==> config.mk <==
export PLATFORM = sky130hd
export DESIGN_NAME = ingress_port_allocator
export DESIGN_NICKNAME = d
export VERILOG_FILES = /design/src/hdl/ipa_pkg.sv /design/src/hdl/ipa_port_pick.sv /design/src/hdl/ingress_port_allocator.sv
export SDC_FILE = /design/constraint.sdc
export NUM_CORES = 1
export LEC_CHECK = 0
export BUFFER_PORTS_ARGS = -buffer_cell sky130_fd_sc_hd__buf_2
export CAP_MARGIN = 30
export CORE_UTILIZATION = 35
export CTS_CLUSTER_DIAMETER = 50
export DETAILED_ROUTE_END_ITERATION = 8
export GPL_TIMING_DRIVEN = 0
export HOLD_SLACK_MARGIN = 0.03
export PLACE_DENSITY_LB_ADDON = 0.2
export SLEW_MARGIN = 20
export SYNTH_ARGS = -nofsm -noshare
export SYNTH_HDL_FRONTEND = slang
export SYNTH_SLANG_ARGS = --single-unit
==> constraint.sdc <==
create_clock -name clk_i -period 3.5 [get_ports clk_i]
set_input_delay 0.525 -clock clk_i [delete_from_list [all_inputs] [get_ports clk_i]]
set_output_delay 0.525 -clock clk_i [all_outputs]
set_load 0.01 [all_outputs]
==> src/hdl/ipa_pkg.sv <==
// Package for the ingress port allocator: field widths, request kinds, policy codes,
// configuration register indexes and reset values.
// Used by ipa_port_pick and ingress_port_allocator; depends on nothing.
`default_nettype none

package ipa_pkg;

  localparam int PortCountDefault = 4;
  localparam int MaskBits         = 4;
  localparam int CountW           = 5;
  localparam int PolicyW          = 2;
  localparam int KindW            = 2;
  localparam int CoreW            = 8;
  localparam int AddrW            = 48;
  localparam int GrantPortW       = 2;
  localparam int CfgW             = 5;
  localparam int CfgIdxW          = 1;

  typedef enum logic [KindW-1:0] {
    KIND_READ  = 2'd0,
    KIND_WRITE = 2'd1,
    KIND_LOGIC = 2'd2,
    KIND_RSVD  = 2'd3
  } req_kind_e;

  typedef enum logic [PolicyW-1:0] {
    POL_FIRST_FREE  = 2'd0,
    POL_CORE_MAPPED = 2'd1,
    POL_ROUND_ROBIN = 2'd2,
    POL_RSVD        = 2'd3
  } port_policy_e;

  typedef enum logic [CfgIdxW-1:0] {
    CFG_PORT_POLICY = 1'd0,
    CFG_BEATS       = 1'd1
  } cfg_index_e;

  localparam logic [PolicyW-1:0] PolicyReset = POL_FIRST_FREE;
  localparam logic [CountW-1:0]  BeatsReset  = 5'd4;

endpackage

`default_nettype wire

==> src/hdl/ipa_port_pick.sv <==
// Port selection for the ingress port allocator: first free, core-mapped and
// round-robin picks over the vector of available ports.
// Depends on ipa_pkg.
`default_nettype none

module ipa_port_pick
  import ipa_pkg::*;
#(
  parameter int PORT_COUNT = PortCountDefault,
  localparam int IdxW = (PORT_COUNT > 1) ? $clog2(PORT_COUNT) : 1
) (
  input  logic [PORT_COUNT-1:0] avail_i,
  input  logic [PolicyW-1:0]    policy_i,
  input  logic [CoreW-1:0]      core_id_i,
  input  logic [IdxW-1:0]       rr_ptr_i,
  output logic                  hit_o,
  output logic [IdxW-1:0]       port_o,
  output logic [IdxW-1:0]       rr_next_o
);

  // Core number to port: a constant table of core_id modulo the port count.
  function automatic logic [IdxW-1:0] core_port(input logic [CoreW-1:0] core);
    logic [IdxW-1:0] r;
    r = '0;
    for (int k = 0; k < (1 << CoreW); k++) begin
      if (core == CoreW'(k)) r = IdxW'(k % PORT_COUNT);
    end
    return r;
  endfunction

  logic            ff_hit;
  logic [IdxW-1:0] ff_port;
  logic            rr_hit;
  logic [IdxW-1:0] rr_port;
  logic [IdxW-1:0] cm_port;

  always_comb begin
    ff_hit  = 1'b0;
    ff_port = '0;
    for (int i = PORT_COUNT - 1; i >= 0; i--) begin
      if (avail_i[i]) begin
        ff_hit  = 1'b1;
        ff_port = IdxW'(i);
      end
    end
  end

  // Round robin: the lowest available port at or above the pointer wins,
  // otherwise the lowest available port below it.
  always_comb begin
    rr_hit  = 1'b0;
    rr_port = '0;
    for (int i = PORT_COUNT - 1; i >= 0; i--) begin
      if (avail_i[i] && (IdxW'(i) >= rr_ptr_i)) begin
        rr_hit  = 1'b1;
        rr_port = IdxW'(i);
      end
    end
    if (!rr_hit) begin
      rr_hit  = ff_hit;
      rr_port = ff_port;
    end
  end

  assign cm_port = core_port(core_id_i);

  always_comb begin
    hit_o     = 1'b0;
    port_o    = '0;
    rr_next_o = rr_ptr_i;
    case (policy_i)
      POL_FIRST_FREE: begin
        hit_o  = ff_hit;
        port_o = ff_port;
      end
      POL_CORE_MAPPED: begin
        hit_o  = avail_i[cm_port];
        port_o = cm_port;
      end
      POL_ROUND_ROBIN: begin
        hit_o  = rr_hit;
        port_o = rr_port;
        if (rr_hit) begin
          if ({1'b0, rr_port} == (IdxW + 1)'(PORT_COUNT - 1)) begin
            rr_next_o = '0;
          end else begin
            rr_next_o = rr_port + IdxW'(1);
          end
        end
      end
      default: begin
        hit_o = 1'b0;
      end
    endcase
  end

endmodule

`default_nettype wire

==> src/hdl/ingress_port_allocator.sv <==
// Top level of the ingress port allocator: stream channels, configuration
// registers, port occupancy state and the result register.
// Depends on ipa_pkg and ipa_port_pick.
`default_nettype none

// Usage
// The slave stream carries one item per transfer: a new memory request
// (tuser func = 0) or one tick of port time (func = 1). Each item yields
// exactly one result on the master stream, in the cycle after its transfer.
// A read, write or logic request wins a port whose occupancy counter is zero
// and its queue-full bit is clear; the configured policy (first free,
// core-mapped or round robin) chooses among such ports. A granted read holds
// the port for one beat, a write or logic operation for beats_per_packet
// beats. A tick counts every occupancy down and reports in push_mask which
// ports finished their header.
// Throughput is one item per cycle while the receiver does not stall: the port
// pick is a combinational select over the availability vector, and the state
// is updated in the same cycle as the transfer.
// When the receiver stalls, the result register holds its item and the slave
// side still takes a new item in the cycle the held result is transferred.
// Reset clears all counters, headers and the round-robin pointer, and sets the
// policy to first free and beats_per_packet to four. Configuration is written by
// the user through cfg_we_i / cfg_idx_i / cfg_data_i while idle; not enforced.

module ingress_port_allocator
  import ipa_pkg::*;
#(
  parameter int PORT_COUNT = PortCountDefault
) (
  input  logic               clk_i,
  input  logic               rst_ni,
  // Configuration write port.
  input  logic               cfg_we_i,
  input  logic [CfgIdxW-1:0] cfg_idx_i,
  input  logic [CfgW-1:0]    cfg_data_i,
  // Request stream.
  input  logic               s_axis_tvalid,
  output logic               s_axis_tready,
  // tdata, lowest bit up: core_id[7:0], req_addr[55:8], queue_full_mask[59:56], zero pad.
  input  logic [63:0]        s_axis_tdata,
  // tuser, lowest bit up: func[0], req_kind[2:1].
  input  logic [2:0]         s_axis_tuser,
  // Result stream.
  output logic               m_axis_tvalid,
  input  logic               m_axis_tready,
  // tdata, lowest bit up: granted_port[1:0], grant_addr[49:2], push_mask[53:50],
  // free_mask[57:54], zero pad.
  output logic [63:0]        m_axis_tdata,
  // tuser, lowest bit up: accepted[0], grant_kind[2:1].
  output logic [2:0]         m_axis_tuser
);

  localparam int IdxW = (PORT_COUNT > 1) ? $clog2(PORT_COUNT) : 1;

  // Input field decode.
  logic                in_func;
  logic [KindW-1:0]    in_kind;
  logic [CoreW-1:0]    in_core;
  logic [AddrW-1:0]    in_addr;
  logic [MaskBits-1:0] in_full;

  assign in_func = s_axis_tuser[0];
  assign in_kind = s_axis_tuser[2:1];
  assign in_core = s_axis_tdata[7:0];
  assign in_addr = s_axis_tdata[55:8];
  assign in_full = s_axis_tdata[59:56];

  // Configuration registers.
  logic [PolicyW-1:0] policy_q;
  logic [CountW-1:0]  beats_q;

  always_ff @(posedge clk_i or negedge rst_ni) begin
    if (!rst_ni) begin
      policy_q <= PolicyReset;
      beats_q  <= BeatsReset;
    end else if (cfg_we_i) begin
      case (cfg_idx_i)
        CFG_PORT_POLICY: policy_q <= cfg_data_i[PolicyW-1:0];
        CFG_BEATS:       beats_q  <= cfg_data_i;
        default:         ;
      endcase
    end
  end

  // Port state.
  logic [CountW-1:0]     busy_q [PORT_COUNT];
  logic [CountW-1:0]     busy_d [PORT_COUNT];
  logic [PORT_COUNT-1:0] pend_q, pend_d;
  logic [IdxW-1:0]       rr_q, rr_d;

  // Output register.
  logic                  out_valid_q;
  logic                  out_acc_q, out_acc_d;
  logic [GrantPortW-1:0] out_port_q, out_port_d;
  logic [AddrW-1:0]      out_addr_q, out_addr_d;
  logic [KindW-1:0]      out_kind_q, out_kind_d;
  logic [MaskBits-1:0]   out_push_q, out_push_d;
  logic [MaskBits-1:0]   out_free_q, out_free_d;

  logic xfer;
  assign s_axis_tready = !out_valid_q || m_axis_tready;
  assign xfer          = s_axis_tvalid && s_axis_tready;

  // A port is available when idle and its queue is not full; ports beyond
  // the mask width have no full bit.
  logic [PORT_COUNT-1:0] avail;
  always_comb begin
    for (int i = 0; i < PORT_COUNT; i++) begin
      avail[i] = (busy_q[i] == '0);
      if (i < MaskBits) begin
        if (in_full[i % MaskBits]) avail[i] = 1'b0;
      end
    end
  end

  logic            pick_hit;
  logic [IdxW-1:0] pick_port;
  logic [IdxW-1:0] pick_rr_next;

  ipa_port_pick #(
    .PORT_COUNT(PORT_COUNT)
  ) u_pick (
    .avail_i   (avail),
    .policy_i  (policy_q),
    .core_id_i (in_core),
    .rr_ptr_i  (rr_q),
    .hit_o     (pick_hit),
    .port_o    (pick_port),
    .rr_next_o (pick_rr_next)
  );

  logic              kind_ok;
  logic              grant;
  logic [CountW-1:0] beats;

  assign kind_ok = (in_kind == KIND_READ) || (in_kind == KIND_WRITE) ||
                   (in_kind == KIND_LOGIC);
  assign grant   = !in_func && kind_ok && pick_hit;
  // A zero beat count acts as one beat.
  assign beats   = (beats_q == '0) ? CountW'(1) : beats_q;

  always_comb begin
    busy_d     = busy_q;
    pend_d     = pend_q;
    rr_d       = rr_q;
    out_acc_d  = 1'b0;
    out_port_d = '0;
    out_addr_d = '0;
    out_kind_d = '0;
    out_push_d = '0;

    if (in_func) begin
      // Tick: report finished headers and count occupancy down.
      for (int i = 0; i < PORT_COUNT; i++) begin
        if (i < MaskBits) out_push_d[i % MaskBits] = pend_q[i];
        if (busy_q[i] != '0) busy_d[i] = busy_q[i] - CountW'(1);
      end
      pend_d = '0;
    end else if (grant) begin
      pend_d[pick_port] = 1'b1;
      busy_d[pick_port] = (in_kind == KIND_READ) ? CountW'(1) : beats;
      rr_d              = pick_rr_next;
      out_acc_d         = 1'b1;
      out_port_d        = GrantPortW'(pick_port);
      out_addr_d        = in_addr;
      out_kind_d        = in_kind;
    end

    out_free_d = '0;
    for (int i = 0; i < PORT_COUNT; i++) begin
      if (i < MaskBits) out_free_d[i % MaskBits] = (busy_d[i] == '0);
    end
  end

  always_ff @(posedge clk_i or negedge rst_ni) begin
    if (!rst_ni) begin
      for (int i = 0; i < PORT_COUNT; i++) busy_q[i] <= '0;
      pend_q      <= '0;
      rr_q        <= '0;
      out_valid_q <= 1'b0;
    end else begin
      if (xfer) begin
        busy_q <= busy_d;
        pend_q <= pend_d;
        rr_q   <= rr_d;
      end
      if (xfer) begin
        out_valid_q <= 1'b1;
      end else if (m_axis_tready) begin
        out_valid_q <= 1'b0;
      end
    end
  end

  // Result payload needs no reset; it only changes on a transfer.
  always_ff @(posedge clk_i) begin
    if (xfer) begin
      out_acc_q  <= out_acc_d;
      out_port_q <= out_port_d;
      out_addr_q <= out_addr_d;
      out_kind_q <= out_kind_d;
      out_push_q <= out_push_d;
      out_free_q <= out_free_d;
    end
  end

  assign m_axis_tvalid = out_valid_q;
  assign m_axis_tdata  = {6'd0, out_free_q, out_push_q, out_addr_q, out_port_q};
  assign m_axis_tuser  = {out_kind_q, out_acc_q};

endmodule

`default_nettype wire
# Word level (Yosys, flattened, before mapping)
# Cells that the tools add are included.
# word_totals
register_bits	95
input_bits	78
output_inout_bits	69
wordCells	630
# op_classes
n_addsub	5
n_lt_le_gt_ge	9
n_eq_ne	260
muxes	300
bitwise	5
n_reduce_logical	36
# ops
cell	count
$eq 8x8->1 const B	128
$mux 2	264
$eq 8x7->1 const B	64
$eq 8x6->1 const B	32
$eq 8x5->1 const B	16
$eq 8x4->1 const B	8
$logic_not 5->1	9
$mux 20	2
$mux 5	7
$eq 8x3->1 const B	4
$bwmux 20	1
$reduce_bool 5->1	4
$sub 5x1->5 const B	4
$mux 1	19
$eq 8x2->1 const B	2
$demux 5 s2	1
$logic_and 1x1->1	9
$eq 8x1->1 const B	1
$mux 4	2
$eq 2x2->1 const B	3
$lt 2x3->1 const B	2
$pmux 2 s3	1
$reduce_and 2->1	3
$reduce_and 5->1	1
other kinds (18)	28

# Depth between registers and ports, before layout
# depth
depth_word	266
ltp_mapped	11
mapped_depth_nobuf	9

# By module
# Synthesis repeated with hierarchy kept, for this count alone.
# unflattened
cells_unflattened	422
area_unflattened_um2	4800.9
# modules_own_cells
module	instances	cells_per_inst	area_per_inst_um2	seq_area_each_um2
ingress_port_allocator	1	391	4598.2	2683.8
ipa_port_pick	1	31	202.7	0.0

# Worst setup path before layout
# No wires, ideal clock.
# synth_timing
path_kind	input port to flip-flop
startpoint	input m_axis_tready
endpoint	register out_acc_q, enable pin
setup_ns	0.450
t_arrival_ns	2.726
required_ns	3.050
setup_slack_ns	0.325
cell_stages	4
n_path_buf	1
cell_sequence	nand2b_1 nand2_1 inv_1 clkbuf_1
# synth_via
elab_chain_len	2
# synth_lines
item	line_no	rtl
start: declaration	ingress_port_allocator.sv:45	input logic m_axis_tready,
$logic_or 1x1->1	ingress_port_allocator.sv:101	assign s_axis_tready = !out_valid_q || m_axis_tready;
$logic_and 1x1->1	ingress_port_allocator.sv:102	assign xfer = s_axis_tvalid && s_axis_tready;
via xfer	ingress_port_allocator.sv:100	logic xfer;
end signal: assignment	ingress_port_allocator.sv:198	out_acc_q <= out_acc_d;
end: declaration	ingress_port_allocator.sv:93	logic out_acc_q, out_acc_d;
# The timed path passes the listed nets, and every way through them passes these cells.
# A chain may end at the register's enable or synchronous reset.

# Worst setup path after layout
# layout_timing
startpoint	register busy_q[0] in the netlist's numbering
endpoint	register out_free_q[3] (data pin)
# layout_via
elab_chain_len	18
word_cells_on_any_way	39
cone_classes	add/sub (1); order compare (2); mux (29); bitwise (1); reduce/logical (6)
# layout_lines
item	line_no	rtl
start: declaration	ingress_port_allocator.sv:86	logic [CountW-1:0] busy_q [PORT_COUNT];
start signal: assignment	ingress_port_allocator.sv:183	busy_q <= busy_d;
$logic_not 5->1	ingress_port_allocator.sv:109	avail[i] = (busy_q[i] == '0);
$mux 1	ingress_port_allocator.sv:111	if (in_full[i % MaskBits]) avail[i] = 1'b0;
$logic_and 1x1->1	ipa_port_pick.sv:54	if (avail_i[i] && (IdxW'(i) >= rr_ptr_i)) begin
$mux 2 / $mux 1 (equally long branches) (4 in series)	ipa_port_pick.sv:54	
$mux 2	ipa_port_pick.sv:59	if (!rr_hit) begin
$pmux 2 s3	ipa_port_pick.sv:71	case (policy_i)
$not 2->3	ingress_port_allocator.sv:161	busy_d[pick_port] = (in_kind == KIND_READ) ? CountW'(1) : beats;
$ge 3x3->1 (not written as such) / $lt 3x1->1 (equally long branches)	ingress_port_allocator.sv:161	
$logic_and 1x1->1 (not written as such)	ingress_port_allocator.sv:161	
$mux 5	ingress_port_allocator.sv:161	
$demux 5 s2	ingress_port_allocator.sv:161	
$bwmux 20	ingress_port_allocator.sv:161	
$mux 20	ingress_port_allocator.sv:159	end else if (grant) begin
$mux 20 (*)	ingress_port_allocator.sv:152	if (in_func) begin
$logic_not 5->1 (*)	ingress_port_allocator.sv:171	if (i < MaskBits) out_free_d[i % MaskBits] = (busy_d[i] == '0);
via out_free_d[3]	ingress_port_allocator.sv:98	logic [MaskBits-1:0] out_free_q, out_free_d;
end signal: assignment	ingress_port_allocator.sv:203	out_free_q <= out_free_d;
end: declaration	ingress_port_allocator.sv:98	
# Mark *: on every way through the listed nets, which the timed path passes. The rest lies on a longest branch. The select of a mux whose other input is x is not followed.

==> flow_summary.toml <==
[power]
switching_share = 0.3174
seqPwrFrac = 0.428
vdd_drop_max_mv = 0.2400
internal-power_uw = 2496
power_uw = 3657
p_per_area_nw_per_um2 = 615.2
netSwitchingPower_uw = 1161
clock_power_share = 0.292
total_leakage_power_uw = 0.002533
p_comb_frac = 0.280

[clock_network]
htree_levels = 3
clock_path_buffers = 2
clkTransAtPathRegs_ns = 0.07
cts-root-buf = "clkbuf_16"
clock_latency_ns = 0.35
clock_sinks = 95
cts_tree = "built"
cts_made_buffers = 9

[run]
maxCapViolCount = 0

[synth]
yosysWarningCount = 0
avgSynthCellArea_um2 = 11.63
synthFlopType = "edfxtp_1"
ys_seq_elements = 95
synth-edff-count = 61
synthCells = 401
yosysSeqAreaShare = 0.5755
synthArstFlopShare = 0.3579
syn-cell-area_um2 = 4663
yosys.cell_types.count = 64

[detailed_routing]
post_drt_wl_per_cell_um = 15.05
antenna_left = 0
drc = 0
first_pass_iters = 4
routed_via_density = 4.956
drt_iter0_drc = 300
num_vias = 3613
finalWirelength_um = 10970

[sta]
worst_pin_slew_ns = 0.8163
rsz0062_at_grt = "false"
final-hold-violation-count = 0
min_period_over_period = 0.9546
slew_violations = 0
min_period_ns = 3.341
setup_violations = 0
clock_skew_ns = 0.006247
final.setup.tns_ns = 0
max_clock_freq_mhz = 299.3
slew_headroom = 0.4558
hold-worst-slack_ns = 0.2683

[die]
ioPinCount = 147
initial_utilization = 0.3636
rows = 41
core_area_um2 = 12820
die_w_um = 117.4
design.die.area_um2 = 13790
die_h_um = 117.4

[hold_path]
hp-class = "in -> async"

[setup_path]
arrival_ns = 3.46
reg2reg_from = "busy_q[0]"
crit_required_ns = 3.62
critical_path_class = "reg -> reg"
cp-start-kind = "register"
end_kind = "register"
r2r_cells = 10
cp-startpoint = "busy_q[0]"
path_max_fanout = 10
regToRegSetupSlack_ns = 0.16

[layout]
final_cells = 729
utilization = 0.4635
nets = 634
antenna_cells = 0
drive_above_1_share = 0.3483
area_growth_pct = 27.48
multi_input_area_um2 = 1829
fillers = 1229
register_area_um2 = 2684

[global_routing]
antenna_found_initial = 0
grt_pass1_vias = 3445
track_usage = 0.1654
grt_pass1_wl_um = 17720
grt_overflow_total = 0
grt_max_degree = 56

[placement]
place_congestion = 0.8515
placed_cells = 708
dpl.hpwl_um = 7968
portBuffers = 129

[outcome]
status = "finished clean"
-- critical path: stages (launching register included) --
cell and delay (ns):
dfrtp_1 0.42, inv_1 0.10, ha_1 0.16, or4b_1 0.42, buf_2 0.20, nor2_1 0.13
o22ai_1 0.14, a2111oi_4 0.75, o211a_1 0.27, o211ai_1 0.12, nor4_1 0.40
-- power by group through the flow --
stage	clock [uW]	sequential (uW)	combinational, uW
after floorplan	0	1580	720
after global placement	0	1580	993
after detailed placement	0	1580	1020
after CTS	1100	1560	1020
after global routing	1140	1590	1150
final	1070	1570	1020
-- cells in the final DEF (no fill, tap or decap), drive strengths merged, types with 5 or more instances in the layout --
cell type	instances
buf	146
o21ai	22
dfrtp	33
a31oi	9
nor2	23
clkbuf	22
o22ai	5
mux2	10
o21a	7
nor3	6
conb	6
inv	16
o211ai	6
edfxtp	61
and2	56
a21oi	24
nand2	25
nand3	5
-- state kept, by name (all words and copies together), names as in the netlist --
signal         flops
out_acc_q          1
pend_q             4
out_free_q         4
rr_q               2
out_kind_q         2
out_push_q         4
m_axis_tvalid      1
busy_q            20
beats_q            5
out_port_q         2
out_addr_q        48
policy_q           2
-- cell usage after synthesis (6+ instances only) --
master     n  share of area
inv_1     14          0.011
a21oi_1   24          0.026
and2_1    56          0.075
buf_4      7          0.011
o21ai_0   18          0.019
nand2_1   25          0.020
o21a_1     7          0.011
mux2_2    10          0.024
dfrtp_1   33           0.18
nor3_1     6         0.0064
clkbuf_1  13          0.010
a31oi_1    8          0.011
nor2_1    23          0.019
edfxtp_1  61           0.39
-- path summary, 6_finish.rpt --
path	to
worst max register to register	out_free_q[3]
worst min register to register	pend_q[1]
max in group asynchronous	busy_q[4]
worst max-delay path	out_free_q[3]
min in group clk_i	m_axis_tvalid
worst min-delay path	policy_q[0]
-- timing repair --
item,CTS,global route
hold buffers,0,0
gates resized for setup,0,4
buffers inserted,4,1
setup endpoints to repair,1,9
pin swaps,1,2
-- cells by family after synthesis --
logic type      synth area share
simple gates              0.1827
compound gates            0.1613
flops                     0.5755
buf+inv                  0.03864
mux                      0.02844
fa+ha+maj                0.01073
other cells            0.0008042
xor+xnor                0.001879
-- routing by layer --
layer / routed length [um] / up-vias / track usage
li1: - / 1768 / -
met4: 188 / 0 / 0.08036
met2: 4953 / 137 / 0.2537
met3: 786 / 14 / 0.03648
met1: 5041 / 1694 / 0.2204
met5: 0 / - / 0
-- per-stage QoR --
step                setup slack, ns  area [um2]
floorplan                    0.3247        4682
global placement            -0.6383        5543
detailed placement         -0.01153        5574
CTS                         0.05496        5924
global route                0.01090        5944
finish                       0.1588        5944
-- area by class of cell --
class                           count  area share
Sequential cell                    95      0.4515
Clock buffer                        9     0.03789
Tap cell                          172     0.03620
Timing Repair Buffer              135      0.1196
Clock inverter                      7     0.01600
Buffer                             24     0.02231
Inverter                           14    0.008840
Multi-Input combinational cell    273      0.3077
No activity file was read; power rests on OpenSTA's default activity.
